**src/hw/rtl/shtp_pkg.sv**
```systemverilog
// Shared constants and types for the symbol hash table probe.
// Used by shtp_hash and symbol_hash_table_probe; depends on nothing else.
`timescale 1ns / 1ps

package shtp_pkg;

    // Table geometry (slot count must be a power of two)
    localparam int TABLE_SLOTS = 1024;
    localparam int SLOT_BITS   = $clog2(TABLE_SLOTS);
    localparam int USED_BITS   = SLOT_BITS + 1;
    localparam int ENTRY_BITS  = 10;

    // Name and hash
    localparam int NAME_CHARS  = 8;
    localparam int NAME_BITS   = 64;
    localparam int HASH_BITS   = 15;
    localparam int CNT_BITS    = $clog2(NAME_CHARS + 1);

    // Operation codes
    localparam logic OP_FIND        = 1'b0;
    localparam logic OP_FIND_INSERT = 1'b1;

    // Result status codes
    localparam logic [1:0] STATUS_FOUND    = 2'd0;
    localparam logic [1:0] STATUS_EMPTY    = 2'd1;
    localparam logic [1:0] STATUS_INSERTED = 2'd2;
    localparam logic [1:0] STATUS_OVERFLOW = 2'd3;

    // Lookup sequencer states
    typedef enum logic [2:0] {
        ST_CLEAR,
        ST_IDLE,
        ST_HASH,
        ST_READ,
        ST_CHECK,
        ST_DONE
    } shtp_state_t;

    // Hash unit status toward the sequencer
    typedef struct packed {
        logic                 done;
        logic [HASH_BITS-1:0] hash;
    } shtp_hash_stat_t;

endpackage

```
**src/hw/rtl/shtp_hash.sv**
```systemverilog
// Iterative name hasher: trims a name at its first NUL and hashes one byte a cycle.
// Depends on shtp_pkg.
`timescale 1ns / 1ps

module shtp_hash import shtp_pkg::*; (
    input  logic                  aclk,
    input  logic                  aresetn,
    input  logic                  start,
    input  logic [NAME_BITS-1:0]  name_in,
    output logic [NAME_BITS-1:0]  name_kept,
    output shtp_hash_stat_t       stat
);

    logic                 busy_reg;
    logic [NAME_BITS-1:0] shift_reg;
    logic [NAME_BITS-1:0] kept_reg;
    logic [HASH_BITS-1:0] hash_reg;
    logic [CNT_BITS-1:0]  cnt_reg;

    logic [NAME_BITS-1:0] kept_next;
    logic [7:0]           cur_byte;
    logic [HASH_BITS-1:0] hash_sum;
    logic                 stop;

    // Zero every byte from the first NUL on and beyond the name length
    always_comb begin
        logic alive;
        alive     = 1'b1;
        kept_next = '0;
        for (int i = 0; i < NAME_BITS / 8; i++) begin
            if (i >= NAME_CHARS || name_in[8*i +: 8] == 8'd0) begin
                alive = 1'b0;
            end
            kept_next[8*i +: 8] = alive ? name_in[8*i +: 8] : 8'd0;
        end
    end

    // Double and add the current byte; stop at NUL or name length
    assign cur_byte = shift_reg[7:0];
    assign hash_sum = {hash_reg[HASH_BITS-2:0], 1'b0} + HASH_BITS'(cur_byte);
    assign stop     = busy_reg && (cur_byte == 8'd0 || cnt_reg == CNT_BITS'(NAME_CHARS));

    always_ff @(posedge aclk) begin
        if (!aresetn) begin
            busy_reg <= 1'b0;
        end else if (start) begin
            busy_reg <= 1'b1;
        end else if (stop) begin
            busy_reg <= 1'b0;
        end
    end

    always_ff @(posedge aclk) begin
        if (start) begin
            shift_reg <= kept_next;
            kept_reg  <= kept_next;
            hash_reg  <= '0;
            cnt_reg   <= '0;
        end else if (busy_reg && !stop) begin
            shift_reg <= shift_reg >> 8;
            hash_reg  <= hash_sum;
            cnt_reg   <= cnt_reg + CNT_BITS'(1);
        end
    end

    assign name_kept = kept_reg;
    assign stat.done = stop;
    assign stat.hash = hash_reg;

endmodule

```
**config.mk**
```make
export PLATFORM = sky130hd
export DESIGN_NAME = shtp_hash
export DESIGN_NICKNAME = d
export VERILOG_FILES = /design/src/hw/rtl/shtp_pkg.sv /design/src/hw/rtl/shtp_hash.sv
export SDC_FILE = /design/constraint.sdc
export NUM_CORES = 1
export LEC_CHECK = 0
export BUFFER_PORTS_ARGS = -buffer_cell sky130_fd_sc_hd__buf_2
export CAP_MARGIN = 30
export CELL_PAD_IN_SITES_DETAIL_PLACEMENT = 1
export CELL_PAD_IN_SITES_GLOBAL_PLACEMENT = 1
export CORE_UTILIZATION = 47
export CTS_CLUSTER_DIAMETER = 40
export DETAILED_ROUTE_END_ITERATION = 10
export GPL_TIMING_DRIVEN = 0
export PLACE_DENSITY = 0.86
export SLEW_MARGIN = 10
export SYNTH_ARGS = -nofsm -noshare
export SYNTH_HDL_FRONTEND = slang
export SYNTH_SLANG_ARGS = --single-unit
```
**constraint.sdc**
```tcl
create_clock -name aclk -period 3.85 [get_ports aclk]
set_input_delay 0.1925 -clock aclk [delete_from_list [all_inputs] [get_ports aclk]]
set_output_delay 0.1925 -clock aclk [all_outputs]
set_load 0.1 [all_outputs]
```
Yosys cells after proc, flatten, opt, wreduce, memory -nomap -nowiden
Index checks and enable logic that the tools add are counted.

Register bits: 148. Word-level logic and storage cells: 43.

Add/sub/neg operators: 2. Equality and inequality tests: 1. Multiplexer cells: 20. Reduce and logical (&&, ||, !) cells: 15.

Operators by type and width (count): 64-bit two-way mux (2); 8-bit logical NOT (9); 8-bit two-way mux (8); 15-bit by 8-bit adder with 15-bit output (1); 1-bit two-way mux (10); 4-bit by 1-bit adder with 4-bit output (second input constant) (1); 4-bit equality test (second input constant) (1); 2-bit nonzero test (2); 1-bit logical AND (2); 1-bit logical NOT (1); 1-bit logical OR (1).

Depth between registers and ports, before layout
Word-level depth: 11. Depth in mapped cells: 8. Mapped depth without buffers: 7.

Worst setup path after synthesis
OpenSTA, ideal clock, no wires.

Kind: register to register. Start point: register hash_reg[0]. End point: register hash_reg[13]. Library setup time: 0.086 ns. Data arrival time: 2.392 ns. Slack: 1.372 ns. Cell stages (with the launch flop): 8. Path buffers: 0. Cell sequence: dfxtp_1 ha_1 fa_1 a211oi_1 o21ai_0 nand4_1 xor2_1 a211oi_1.

Longest elaborated chain between the ends: 1.

RTL lines: from (decl) (line shtp_hash.sv:17) `logic [HASH_BITS-1:0] hash_reg;`; from (signal assigned) (line shtp_hash.sv:61) `hash_reg <= hash_sum;`; 15-bit by 8-bit adder with 15-bit output (line shtp_hash.sv:40) `assign hash_sum = {hash_reg[HASH_BITS-2:0], 1'b0} + HASH_BITS'(cur_byte);`.

Every way passes these cells. A chain may end at the register's enable or synchronous reset.

Final worst setup path
Start point: register cnt_reg[0]. End point: register shift_reg[61] (enable).

Longest elaborated chain between the ends: 6.

RTL lines: from (decl) (line shtp_hash.sv:18) `logic [CNT_BITS-1:0] cnt_reg;`; from (signal assigned) (line shtp_hash.sv:62) `cnt_reg <= cnt_reg + CNT_BITS'(1);`; 4-bit equality test (line shtp_hash.sv:41) `assign stop = busy_reg && (cur_byte == 8'd0 || cnt_reg == CNT_BITS'(NAME_CHARS));`; 1-bit logical OR (line shtp_hash.sv:41); 1-bit logical AND (line shtp_hash.sv:41); 1-bit logical NOT (line shtp_hash.sv:59) `end else if (busy_reg && !stop) begin`; 1-bit logical AND (line shtp_hash.sv:59); 2-bit nonzero test (no source line); to (signal assigned) (line shtp_hash.sv:55) `shift_reg <= kept_next;`; to (signal assigned) (line shtp_hash.sv:60) `shift_reg <= shift_reg >> 8;`; to (decl) (line shtp_hash.sv:15) `logic [NAME_BITS-1:0] shift_reg;`.

Every way passes these cells.

==> qor.log <==
[logic_synthesis] async set or reset register ratio after synthesis 0%
[finish] ANT cells 0
[logic_synthesis] number of instances in the synthesized netlist 455
[worst_setup_path] largest fanout on the critical path 65
[sta] setup repair after global routing missed its margin no
[worst_setup_path] data arrival time of the worst path 2.53 ns
[global_routing] antenna violations before repair 1
[sta] Max Slew Vio Count 0
[logic_synthesis] Post-synth EDFFs 128
[finish] layout cells sized above 1 37.5%
[route] DR vias/cell 5.39
[sta] final worst path period need 2.49 ns
[clock_tree] clock sinks 148
[placement] placed wire-length estimate after detailed placement 11500 um
[clock_tree] worst-skew pair later-pin latency 0.42 ns
[pwr] cell area power density 577 nW/um^2
[status] result of the run finished clean
[finish] nets 698
[placement] routability congestion estimate from global placement 0.786
[logic_synthesis] library cell occupying the most area in the post-synthesis netlist sky130_fd_sc_hd__edfxtp_1
[pwr] largest voltage drop on the vdd net 0.000305 V
[worst_setup_path] kind of end point of the critical path register
[logic_synthesis] count of synthesis-stage warnings from yosys 0
[sta] final-report setup violation count 0
[clock_tree] Hold-fix buffers, CTS 1
[floorplan] starting utilization of the core area 48.4%
[finish] area growth from synthesis to layout 24.2%
[floorplan] x dimension of the die 119 um
[min_path] path category of the worst min-delay check input pin to register
[sta] setup clock skew after layout 0.00751 ns
[floorplan] die height 119 um
[route] total iterations of the first detailed-routing run 5
[worst_setup_path] data required time at the worst endpoint 3.89 ns
[floorplan] area of the placeable core 13300 sq um
[logic_synthesis] Unique masters post-synth 45
[route] antenna viol nets, final 0
[global_routing] Remaining Overflow, GRT 0
[clock_tree] Resized cells post-CTS 0
[clock_tree] cell chosen for the clock root sky130_fd_sc_hd__clkbuf_16
[job] MaxCap Viol Count 0
[global_routing] vias in the first global route 4794
[sta] post-route clock period utilization 64.6%
[pwr] leakage power figure 3.18 nW
[finish] post-route non-filler standard cell count 810
[sta] Slew @ Worst Pin 0.939 ns
[clock_tree] Clock H-tree levels 4
[floorplan] die outline area 14200 sq um
[sta] final hold violation count 0
[floorplan] I/O pins 147
[sta] worst hold slack across all endpoints 0.0680 ns
[logic_synthesis] top_reg_cell synth sky130_fd_sc_hd__edfxtp_1
[sta] highest achievable clock rate 402 MHz
[global_routing] global-route wire length before repair 25900 um
[pwr] Tot Pwr 0.00463 W
[global_routing] largest net degree at the start of global routing 66
[placement] # placed instances 777
[clock_tree] Setup Buffers After CTS 0
[worst_setup_path] worst setup path category register to register
[sta] Setup TNS Final 0 ns
[route] Post-Route WL 16600 um
[route] vias 4362
[clock_tree] clk slew on worst S/H paths 0.06 ns
[logic_synthesis] most area-consuming cells after synthesis sky130_fd_sc_hd__edfxtp_1 59%, sky130_fd_sc_hd__dfxtp_1 6.2%, sky130_fd_sc_hd__mux2_2 5.8%
[logic_synthesis] share of the yosys chip area belonging to registers 65.7%
[clock_tree] clock tree from TritonCTS done
[clock_tree] buffer depth of the longest clock path 2
[logic_synthesis] mean instance size in the synthesized netlist 14.2 sq um
[worst_setup_path] crit start category register
[route] post-DR wirelength/cell 20.5 um
[route] DRC errors left 0
[floorplan] Core Rows 42
[sta] Slew headroom 37.4%
[placement] Port Buffers 146
[global_routing] overall routing resource usage 24.8%
[logic_synthesis] area share of the leading cell type in the synthesized netlist 59.5%
[route] initial detailed-routing violation count 271
[logic_synthesis] post-synthesis cell area 6460 sq um
[logic_synthesis] count of state elements after synthesis 148
[logic_synthesis] Post-Synthesis Net Count 532
[finish] final design utilization 60.1%
[clock_tree] number of buffers inserted during clock tree synthesis 17
## cell families after synthesis
kind of cell    count (synthesis)  synth area share [%]
buf+inv                        38                  2.92
simple gates                  157                  14.8
xor+xnor                       13                  1.76
fa+ha+maj                      10                  2.05
compound gates                 50                  6.08
flops                         148                  65.7
mux                            39                  6.68
## path summary, 6_finish.rpt
path,from,end,slack [ns],cells past startpoint
worst max-delay path,cnt_reg[0],shift_reg[61],1.36,5
worst min-delay path,name_in[4],name_kept[4],0.07,2
worst max register to register,cnt_reg[0],shift_reg[61],1.36,5
worst min register to register,hash_reg[14],hash_reg[14],0.50,2
## per-stage QoR
stage	cell area (sq um)	setup slack, ns
after detailed placement	7420	1.15
after global placement	7410	0.530
final	8030	1.36
after global routing	8030	1.11
after CTS	8030	1.33
after floorplan	6460	1.37
## synth_stat cells, types with 2 or more instances
library cell                instances
sky130_fd_sc_hd__or4_1              4
sky130_fd_sc_hd__and3_1            11
sky130_fd_sc_hd__and2_4            10
sky130_fd_sc_hd__a21o_1             2
sky130_fd_sc_hd__a31o_1            21
sky130_fd_sc_hd__xnor2_1            4
sky130_fd_sc_hd__inv_1              5
sky130_fd_sc_hd__nand3_1            8
sky130_fd_sc_hd__xor2_1             9
sky130_fd_sc_hd__or4_4              2
sky130_fd_sc_hd__a21oi_1            6
sky130_fd_sc_hd__nand2_1            5
sky130_fd_sc_hd__nor3_1             2
sky130_fd_sc_hd__nor2b_1           25
sky130_fd_sc_hd__a31o_2             2
sky130_fd_sc_hd__a211oi_1           8
sky130_fd_sc_hd__mux2_2            33
sky130_fd_sc_hd__and2_1            46
sky130_fd_sc_hd__nand4_1            3
sky130_fd_sc_hd__and4_1             2
sky130_fd_sc_hd__buf_6              5
sky130_fd_sc_hd__nand2b_1           2
sky130_fd_sc_hd__mux2i_1            6
sky130_fd_sc_hd__nor4_1            10
sky130_fd_sc_hd__buf_2              4
sky130_fd_sc_hd__nor2_1            23
sky130_fd_sc_hd__edfxtp_1         128
sky130_fd_sc_hd__o21ai_0            3
sky130_fd_sc_hd__dfxtp_1           20
sky130_fd_sc_hd__ha_1               9
sky130_fd_sc_hd__o2111ai_1          2
sky130_fd_sc_hd__clkbuf_1          22
## worst max-delay path, cell delays in order, from the launching register on
cell                       delay [ns]
sky130_fd_sc_hd__dfxtp_1         0.40
sky130_fd_sc_hd__inv_1           0.06
sky130_fd_sc_hd__ha_1            0.20
sky130_fd_sc_hd__nor2b_1         0.14
sky130_fd_sc_hd__a221oi_1        0.45
sky130_fd_sc_hd__or2_4           0.83
## layout make-up
cell class                      count  area, sq um
Inverter                            5         18.8
Clock buffer                       23          498
Tap cell                          176          220
Multi-Input combinational cell    269         2030
Buffer                             33          170
Timing Repair Buffer              147          743
Sequential cell                   148         4240
Clock inverter                      9          101
Fill cell                        1365         5320
## routing by layer
metal / track usage [%] / routed length, um
met1: 26.6 / 6340
met2: 44.6 / 8880
met3: 7.42 / 892
met4: 11.5 / 479
met5: 0 / 0
## where the power goes
group | internal (W) | leakage (nW) | switching [W]
Sequential | 0.00192 | 1.44 | 0.0000608
Combinational | 0.000217 | 1.43 | 0.000771
Clock | 0.00104 | 0.300 | 0.000630
Total | 0.00317 | 3.18 | 0.00146
## cell usage in the layout (no fill, tap or decap), types with 2 or more instances in the layout
cell,n
sky130_fd_sc_hd__mux2_2,33
sky130_fd_sc_hd__clkbuf_8,5
sky130_fd_sc_hd__buf_2,149
sky130_fd_sc_hd__a21oi_1,6
sky130_fd_sc_hd__clkbuf_16,17
sky130_fd_sc_hd__or4_1,4
sky130_fd_sc_hd__mux2i_1,6
sky130_fd_sc_hd__ha_1,9
sky130_fd_sc_hd__xnor2_1,4
sky130_fd_sc_hd__dfxtp_1,20
sky130_fd_sc_hd__or4_4,2
sky130_fd_sc_hd__nor2b_1,25
sky130_fd_sc_hd__buf_4,2
sky130_fd_sc_hd__edfxtp_1,128
sky130_fd_sc_hd__o2111ai_1,2
sky130_fd_sc_hd__bufinv_16,2
sky130_fd_sc_hd__nand2b_1,2
sky130_fd_sc_hd__clkinv_4,2
sky130_fd_sc_hd__nor3_1,2
sky130_fd_sc_hd__o21ai_0,3
sky130_fd_sc_hd__nor2_1,23
sky130_fd_sc_hd__nand4_1,3
sky130_fd_sc_hd__clkbuf_1,23
sky130_fd_sc_hd__and2_1,46
sky130_fd_sc_hd__nand2_1,5
sky130_fd_sc_hd__nor4_1,10
sky130_fd_sc_hd__a31o_1,21
sky130_fd_sc_hd__buf_6,5
sky130_fd_sc_hd__a211oi_1,8
sky130_fd_sc_hd__a21o_1,2
sky130_fd_sc_hd__inv_1,5
sky130_fd_sc_hd__a31o_2,2
sky130_fd_sc_hd__clkinv_2,4
sky130_fd_sc_hd__nand3_1,8
sky130_fd_sc_hd__and2_4,10
sky130_fd_sc_hd__and4_1,2
sky130_fd_sc_hd__xor2_1,9
sky130_fd_sc_hd__and3_1,11
(Power assumes the default switching activity.)
